$ cat src/hw/rtl/dssa_pkg.sv
// Shared types and constants of the dual stack core.
// No dependencies.
package dssa_pkg;

  localparam int DEPTH_DEFAULT = 16;
  localparam int MAX_RESULTS   = 16;
  localparam int DATA_W        = 32;
  localparam int FUNC_W        = 2;
  localparam int STATUS_W      = 2;
  localparam int OCC_W         = 5;
  localparam int REM_W         = $clog2(MAX_RESULTS + 1);

  typedef enum logic [FUNC_W-1:0] {
    OP_PUSH  = 2'd0,
    OP_POP   = 2'd1,
    OP_DUMP  = 2'd2,
    OP_CLEAR = 2'd3
  } op_e;

  typedef enum logic [STATUS_W-1:0] {
    STATUS_OK    = 2'd0,
    STATUS_FULL  = 2'd1,
    STATUS_EMPTY = 2'd2
  } status_e;

  typedef enum logic {
    BACK_IDLE = 1'b0,
    BACK_READ = 1'b1
  } back_state_e;

  // one decoded transaction as it sits in the queue
  typedef struct packed {
    op_e               op;
    logic              sel;
    logic [DATA_W-1:0] value;
  } cmd_t;

  // one result as it leaves the back end
  typedef struct packed {
    status_e           status;
    logic [DATA_W-1:0] data;
    logic [OCC_W-1:0]  occ;
    logic              last;
  } res_t;

endpackage

$ cat src/hw/rtl/dual_stack_shared_array_core.sv
// Two stacks in one shared RAM: the lower grows up, the upper grows down.
// Push, clear and refused operations: result via the queue entry and result register.
// Pop and dump also pass the registered RAM read and hold the back end until done.
// Unstalled, push/clear/refused results and dump entries come one per cycle.
// A two-entry queue separates the input side from the executing back end.
// Reset clears both stack counts and all handshake state; RAM contents stay undefined.
module dual_stack_shared_array_core #(
  parameter int DEPTH = dssa_pkg::DEPTH_DEFAULT
) (
  input  logic                                 clk_i,
  input  logic                                 rst_ni,
  input  logic                                 in_valid_i,
  output logic                                 in_stall_o,
  input  logic [dssa_pkg::FUNC_W-1:0]          func_i,
  input  logic                                 stack_sel_i,
  input  logic signed [dssa_pkg::DATA_W-1:0]   push_value_i,
  output logic                                 out_valid_o,
  input  logic                                 out_stall_i,
  output logic [dssa_pkg::STATUS_W-1:0]        status_o,
  output logic signed [dssa_pkg::DATA_W-1:0]   data_value_o,
  output logic [dssa_pkg::OCC_W-1:0]           occupancy_o,
  output logic                                 last_o
);

  logic           cmd_valid, cmd_pop;
  dssa_pkg::cmd_t cmd;
  dssa_pkg::res_t res;

  dssa_front u_front (
    .clk_i        (clk_i),
    .rst_ni       (rst_ni),
    .in_valid_i   (in_valid_i),
    .in_stall_o   (in_stall_o),
    .func_i       (func_i),
    .stack_sel_i  (stack_sel_i),
    .push_value_i (push_value_i),
    .cmd_valid_o  (cmd_valid),
    .cmd_o        (cmd),
    .cmd_pop_i    (cmd_pop)
  );

  dssa_back #(
    .DEPTH(DEPTH)
  ) u_back (
    .clk_i       (clk_i),
    .rst_ni      (rst_ni),
    .cmd_valid_i (cmd_valid),
    .cmd_i       (cmd),
    .cmd_pop_o   (cmd_pop),
    .res_valid_o (out_valid_o),
    .res_o       (res),
    .res_stall_i (out_stall_i)
  );

  // result fields onto the ports
  assign status_o     = res.status;
  assign data_value_o = res.data;
  assign occupancy_o  = res.occ;
  assign last_o       = res.last;

endmodule

$ cat src/hw/rtl/dssa_ram.sv
// Generic single-write, single-read RAM with registered read data.
// No dependencies.
module dssa_ram #(
  parameter int WIDTH = 32,
  parameter int DEPTH = 16
) (
  input  logic                     clk_i,
  input  logic                     we_i,
  input  logic [$clog2(DEPTH)-1:0] waddr_i,
  input  logic [WIDTH-1:0]         wdata_i,
  input  logic                     re_i,
  input  logic [$clog2(DEPTH)-1:0] raddr_i,
  output logic [WIDTH-1:0]         rdata_o
);

  logic [WIDTH-1:0] mem_q [DEPTH];
  logic [WIDTH-1:0] rdata_q;

  // write port and registered read port; read data holds until next read
  always_ff @(posedge clk_i) begin
    if (we_i) begin
      mem_q[waddr_i] <= wdata_i;
    end
    if (re_i) begin
      rdata_q <= mem_q[raddr_i];
    end
  end

  assign rdata_o = rdata_q;

endmodule

$ cat src/hw/rtl/dssa_front.sv
// Front end: accepts input transactions, decodes the operation and queues them.
// Depends on dssa_pkg.
module dssa_front (
  input  logic                               clk_i,
  input  logic                               rst_ni,
  input  logic                               in_valid_i,
  output logic                               in_stall_o,
  input  logic [dssa_pkg::FUNC_W-1:0]        func_i,
  input  logic                               stack_sel_i,
  input  logic signed [dssa_pkg::DATA_W-1:0] push_value_i,
  output logic                               cmd_valid_o,
  output dssa_pkg::cmd_t                     cmd_o,
  input  logic                               cmd_pop_i
);

  dssa_pkg::cmd_t entry_q [2];
  logic           wr_ptr_q, rd_ptr_q;
  logic [1:0]     cnt_q, cnt_d;
  logic           push, full;
  dssa_pkg::cmd_t cmd_in;

  // classify the incoming transaction
  always_comb begin
    cmd_in.op    = dssa_pkg::op_e'(func_i);
    cmd_in.sel   = stack_sel_i;
    cmd_in.value = push_value_i;
  end

  assign full        = (cnt_q == 2'd2);
  assign in_stall_o  = full;
  assign push        = in_valid_i && !full;
  assign cmd_valid_o = (cnt_q != 2'd0);
  assign cmd_o       = entry_q[rd_ptr_q];

  always_comb begin
    cnt_d = cnt_q;
    if (push && !cmd_pop_i) begin
      cnt_d = cnt_q + 2'd1;
    end else if (!push && cmd_pop_i) begin
      cnt_d = cnt_q - 2'd1;
    end
  end

  // two-entry queue pointers
  always_ff @(posedge clk_i or negedge rst_ni) begin
    if (!rst_ni) begin
      wr_ptr_q <= 1'b0;
      rd_ptr_q <= 1'b0;
      cnt_q    <= 2'd0;
    end else begin
      if (push) begin
        wr_ptr_q <= ~wr_ptr_q;
      end
      if (cmd_pop_i) begin
        rd_ptr_q <= ~rd_ptr_q;
      end
      cnt_q <= cnt_d;
    end
  end

  // queue payload, no reset
  always_ff @(posedge clk_i) begin
    if (push) begin
      entry_q[wr_ptr_q] <= cmd_in;
    end
  end

endmodule

$ cat src/hw/rtl/dssa_back.sv
// Back end: stack pointers, shared entry RAM, dump walker and result register.
// Depends on dssa_pkg and dssa_ram.
module dssa_back #(
  parameter int DEPTH = dssa_pkg::DEPTH_DEFAULT
) (
  input  logic           clk_i,
  input  logic           rst_ni,
  input  logic           cmd_valid_i,
  input  dssa_pkg::cmd_t cmd_i,
  output logic           cmd_pop_o,
  output logic           res_valid_o,
  output dssa_pkg::res_t res_o,
  input  logic           res_stall_i
);

  localparam int CW = $clog2(DEPTH + 1);
  localparam int AW = $clog2(DEPTH);
  localparam int RW = dssa_pkg::REM_W;
  localparam int NW = (CW > RW) ? CW : RW;

  dssa_pkg::back_state_e state_q, state_d;
  logic [CW-1:0] lower_q, lower_d, upper_q, upper_d;
  logic [AW-1:0] addr_q, addr_d, addr_step;
  logic [RW-1:0] rem_q, rem_d;
  logic          dir_q, dir_d;
  logic          res_valid_q;
  dssa_pkg::res_t res_q, res_d;
  logic          res_load, out_free;

  logic          we, re;
  logic [AW-1:0] waddr, raddr;
  logic [dssa_pkg::DATA_W-1:0] rdata;

  logic [CW:0]   occ_now, occ_next;
  logic          full;
  logic [CW-1:0] lower_m1, upper_top, upper_push, n_sel;
  logic [AW-1:0] top_addr;
  logic [RW-1:0] n_cap;

  dssa_ram #(
    .WIDTH(dssa_pkg::DATA_W),
    .DEPTH(DEPTH)
  ) u_ram (
    .clk_i   (clk_i),
    .we_i    (we),
    .waddr_i (waddr),
    .wdata_i (cmd_i.value),
    .re_i    (re),
    .raddr_i (raddr),
    .rdata_o (rdata)
  );

  // pointer arithmetic
  assign occ_now    = {1'b0, lower_q} + {1'b0, upper_q};
  assign occ_next   = {1'b0, lower_d} + {1'b0, upper_d};
  assign full       = (occ_now >= (CW + 1)'(DEPTH));
  assign lower_m1   = lower_q - CW'(1);
  assign upper_top  = CW'(DEPTH) - upper_q;
  assign upper_push = upper_top - CW'(1);
  assign top_addr   = cmd_i.sel ? upper_top[AW-1:0] : lower_m1[AW-1:0];
  assign n_sel      = cmd_i.sel ? upper_q : lower_q;
  assign n_cap      = (NW'(n_sel) > NW'(dssa_pkg::MAX_RESULTS)) ?
                      RW'(dssa_pkg::MAX_RESULTS) : RW'(n_sel);
  assign addr_step  = dir_q ? (addr_q + AW'(1)) : (addr_q - AW'(1));
  assign out_free   = !res_valid_q || !res_stall_i;

  // sequencer: one transaction at a time, dump walks one entry per cycle while the output is free
  always_comb begin
    state_d    = state_q;
    lower_d    = lower_q;
    upper_d    = upper_q;
    addr_d     = addr_q;
    rem_d      = rem_q;
    dir_d      = dir_q;
    cmd_pop_o  = 1'b0;
    we         = 1'b0;
    waddr      = cmd_i.sel ? upper_push[AW-1:0] : lower_q[AW-1:0];
    re         = 1'b0;
    raddr      = top_addr;
    res_load   = 1'b0;
    res_d      = res_q;

    unique case (state_q)
      dssa_pkg::BACK_IDLE: begin
        if (cmd_valid_i && out_free) begin
          cmd_pop_o   = 1'b1;
          res_load    = 1'b1;
          res_d.status = dssa_pkg::STATUS_OK;
          res_d.data   = '0;
          res_d.last   = 1'b1;
          unique case (cmd_i.op)
            dssa_pkg::OP_PUSH: begin
              if (full) begin
                res_d.status = dssa_pkg::STATUS_FULL;
              end else begin
                we = 1'b1;
                if (cmd_i.sel) begin
                  upper_d = upper_q + CW'(1);
                end else begin
                  lower_d = lower_q + CW'(1);
                end
              end
            end
            dssa_pkg::OP_POP, dssa_pkg::OP_DUMP: begin
              if (n_sel == '0) begin
                res_d.status = dssa_pkg::STATUS_EMPTY;
              end else begin
                // result is loaded with the read data in the read state
                res_load = 1'b0;
                re       = 1'b1;
                addr_d   = top_addr;
                dir_d    = cmd_i.sel;
                state_d  = dssa_pkg::BACK_READ;
                if (cmd_i.op == dssa_pkg::OP_POP) begin
                  rem_d = RW'(1);
                  if (cmd_i.sel) begin
                    upper_d = upper_q - CW'(1);
                  end else begin
                    lower_d = lower_m1;
                  end
                end else begin
                  rem_d = n_cap;
                end
              end
            end
            dssa_pkg::OP_CLEAR: begin
              lower_d = '0;
              upper_d = '0;
            end
          endcase
        end
      end
      dssa_pkg::BACK_READ: begin
        if (out_free) begin
          res_load     = 1'b1;
          res_d.status = dssa_pkg::STATUS_OK;
          res_d.data   = rdata;
          res_d.last   = (rem_q == RW'(1));
          if (rem_q == RW'(1)) begin
            state_d = dssa_pkg::BACK_IDLE;
          end else begin
            rem_d  = rem_q - RW'(1);
            addr_d = addr_step;
            re     = 1'b1;
            raddr  = addr_step;
          end
        end
      end
      default: begin
        state_d = dssa_pkg::BACK_IDLE;
      end
    endcase
    res_d.occ = dssa_pkg::OCC_W'(occ_next);
  end

  // control state
  always_ff @(posedge clk_i or negedge rst_ni) begin
    if (!rst_ni) begin
      state_q     <= dssa_pkg::BACK_IDLE;
      lower_q     <= '0;
      upper_q     <= '0;
      rem_q       <= '0;
      res_valid_q <= 1'b0;
    end else begin
      state_q <= state_d;
      lower_q <= lower_d;
      upper_q <= upper_d;
      rem_q   <= rem_d;
      if (res_load) begin
        res_valid_q <= 1'b1;
      end else if (!res_stall_i) begin
        res_valid_q <= 1'b0;
      end
    end
  end

  // payload registers
  always_ff @(posedge clk_i) begin
    addr_q <= addr_d;
    dir_q  <= dir_d;
    if (res_load) begin
      res_q <= res_d;
    end
  end

  assign res_valid_o = res_valid_q;
  assign res_o       = res_q;

endmodule

$ cat config.mk
export PLATFORM = sky130hd
export DESIGN_NAME = dual_stack_shared_array_core
export DESIGN_NICKNAME = d
export VERILOG_FILES = /design/src/hw/rtl/dssa_pkg.sv /design/src/hw/rtl/dual_stack_shared_array_core.sv /design/src/hw/rtl/dssa_ram.sv /design/src/hw/rtl/dssa_front.sv /design/src/hw/rtl/dssa_back.sv
export SDC_FILE = /design/constraint.sdc
export NUM_CORES = 1
export LEC_CHECK = 0
export ABC_AREA = 1
export BUFFER_PORTS_ARGS = -buffer_cell sky130_fd_sc_hd__buf_4
export CORE_UTILIZATION = 67
export CTS_BUF_LIST = sky130_fd_sc_hd__clkbuf_8 sky130_fd_sc_hd__clkbuf_16
export CTS_CLUSTER_DIAMETER = 100
export CTS_CLUSTER_SIZE = 16
export DETAILED_ROUTE_END_ITERATION = 8
export PLACE_DENSITY = 0.85
export SLEW_MARGIN = 40
export SYNTH_ARGS = -nofsm -noshare
export SYNTH_HDL_FRONTEND = slang
export SYNTH_SLANG_ARGS = --single-unit
$ cat constraint.sdc
create_clock -name clk_i -period 8.8 [get_ports clk_i]
set_input_delay 1.76 -clock clk_i [delete_from_list [all_inputs] [get_ports clk_i]]
set_output_delay 1.76 -clock clk_i [all_outputs]
set_load 0.05 [all_outputs]
==> results_dict.tcl <==
set metrics [dict create \
    grt_pass1_vias 18180 \
    final_nets 2451 \
    required_ns 9.04 \
    finalHoldViolations 0 \
    hpwl_um 39740 \
    grt_usage_pct 30.43 \
    wire_per_inst_um 22.17 \
    avgSynthCellArea_um2 12.18 \
    drt_wl_total_um 65170 \
    die_w_um 208.1 \
    endpoint_kind "flip-flop" \
    period_share_pct 53.72 \
    fillers 2355 \
    clk_pin_slew_worst_paths_ns 0.07 \
    synth.area.top_cells "edfxtp_1 (70%), nand2_1 (7.1%), o211ai_1 (6.8%)" \
    dpl_worst_slack_ns 3.229 \
    rsz0062_at_grt "false" \
    slowest_stage "nor2_4" \
    antenna_cells 0 \
    viasPerCell 6.242 \
    crit_path_cell_trace "buf_4 -> nand2_1 -> inv_1 -> a21oi_1 -> nand2_1 -> nor3_1 -> nand3_1 -> nor2_4 -> buf_4" \
    gp_congestion 0.8966 \
    drc 0 \
    setup_viol 0 \
    io_pins 81 \
    startpoint_type "primary input" \
    finalSetupTns_ns 0 \
    min_period_ns 4.728 \
    dp_cells 2878 \
    synth_edf_count 659 \
    skew_ns 0.03501 \
    yosys.area.top_type "edfxtp_1" \
    clk_latency_ns 0.61 \
    drive_gt1_share_pct 9.292 \
    fin_cells 2939 \
    tightest_slew_ns 0.7926 \
    drt-initial-drc-count 2505 \
    cp_data_arrival_time_ns 4.97 \
    min_path_type "reg -> reg" \
    synth.most_common_cell "edfxtp_1" \
    critPathMaxStageDelay_ns 0.67 \
    reg2reg_depth 8 \
    syn_inst 2338 \
    synth_seq_cells 680 \
    ys_seq_area_share_pct 71.35 \
    status "finished clean" \
    max_slew_margin_pct 47.16 \
    ctsHoldBuffers 0 \
    synth_top_area_share_pct 69.51 \
    finalMaxSlewViolations 0 \
    rows 75 \
    cts.sinks 680 \
    core_um2 41950 \
    die_area_um2 43320 \
    detail-route-antenna-nets 0 \
    setup_slack_ns 4.073 \
    synth_common_cells "edfxtp_1 (659), nand2_1 (535), inv_1 (344)" \
    cts_root_buffer "clkbuf_16" \
    synth_ff_type "edfxtp_1" \
    syn_nets 2399 \
    max_freq_mhz 211.5 \
    critical_path_class "in -> reg" \
    min_path_cells 2 \
    syn-cell-area_um2 28470 \
    initial_core_util_pct 67.87 \
    crit_fanout 18 \
    synth_cell_type_count 37 \
    die_h_um 208.1 \
    dr_total_vias 18340 \
    yosys_warnings 0 \
    antenna_found_initial 0 \
    port_buffers 80 \
    grt_max_degree 146 \
    cts_tree "built" \
    drv_cap 0 \
    area_growth_syn_to_layout_pct 10.26 \
    clockBufferDepth 3 \
    ctsHtreeMaxLevel 2 \
    grt_pass1_wl_um 99890 \
    grt-ovfl-total 0 \
    dr.pass1.iters 6 \
    cts_made_buffers 48 \
    post-cts-setup-buffers 0 \
    cts_resized 0 \
    async_flop_share_pct 3.088 \
]
==> layer usage <==
layer	global-route usage [%]	part of all wire, %	up-vias
li1	-	-	8237
met1	39.78	37	8839
met2	50.78	49	1070
met3	4.589	9.0	198
met4	14.36	4.3	0
met5	0	0	-
==> worst paths after layout <==
path	start	end	slack, ns
min	u_back.u_ram.rdata_o[13]	u_back.res_o[19]	0.51
max in group asynchronous	rst_ni	u_back.state_q	7.52
min in group asynchronous	rst_ni	u_front.cnt_q[0]	1.02
max	out_stall_i	u_back.u_ram.mem_q[4][20]	4.07
max reg2reg	u_front.rd_ptr_q	u_back.u_ram.mem_q[4][20]	4.34
min reg2reg	u_back.u_ram.rdata_o[13]	u_back.res_o[19]	0.51
==> worst max-delay path: cells and delay by family <==
| kind | cells | cell delay [ns] |
|---|---|---|
| AND/OR/NAND/NOR | 5 | 2.29 |
| AO/OA/AOI/OAI | 1 | 0.15 |
| buffers and inverters | 3 | 0.74 |
==> flip-flops by register name, summed over array words and instances, names as in the netlist <==
signal,flops
u_front.rd_ptr_q,1
u_back.addr_q,4
u_front.entry_q,70
u_back.state_q,1
u_back.res_valid_o,1
u_back.u_ram.rdata_o,32
u_front.cnt_q,2
u_back.rem_q,5
u_back.lower_q,5
u_back.u_ram.mem_q,512
u_front.wr_ptr_q,1
u_back.upper_q,5
u_back.dir_q,1
u_back.res_o,40
==> per-stage QoR <==
stage          utilization [%]  instance area (µm²)  hold WS (ns)
2_1_floorplan                -                28470        0.4814
3_3_place_gp             70.15                29430        0.4871
3_5_place_dp             71.73                30090        0.4925
4_1_cts                  74.76                31360        0.5089
5_1_grt                  74.83                31390        0.5424
6_report                 74.83                31390        0.5062
==> kinds of logic after synthesis <==
logic type	share of synthesized area, %
simple gates	12.11
flops	71.35
buf+inv	6.860
compound gates	8.192
fa+ha+maj	1.020
xor+xnor	0.4614
==> layout by cell type, fill, tap and decap left out, drive strengths merged <==
cell and n:
edfxtp 659, nand2 541, inv 357, o211ai 257
nand3 231, buf 125, clkbuf 50, o21ai 40
nor2 36, dfrtp 21, ha 20, a21oi 16
xor2 10, nor3 7, xnor2 5, nand4 4
o221ai 4, a31oi 4, or2 3, a21o 2
fa 2, clkinv 2, a21boi 2, o22ai 1
clkinvlp 1
==> final cells by class <==
type                       instances  area [µm²]  share of cell area [%]
clock buffer                      49        1226                   3.906
clock inverter                    11       46.29                  0.1475
inverter                         349        1315                   4.189
multi-input combinational       1185        6386                   20.34
sequential                       680       20320                   64.73
tap                              539       674.4                   2.148
timing repair buffer             126        1424                   4.536
Power is left out: the tool's default activity adds up to more than one toggle a clock period on the data nets, which glitch-free logic cannot reach.
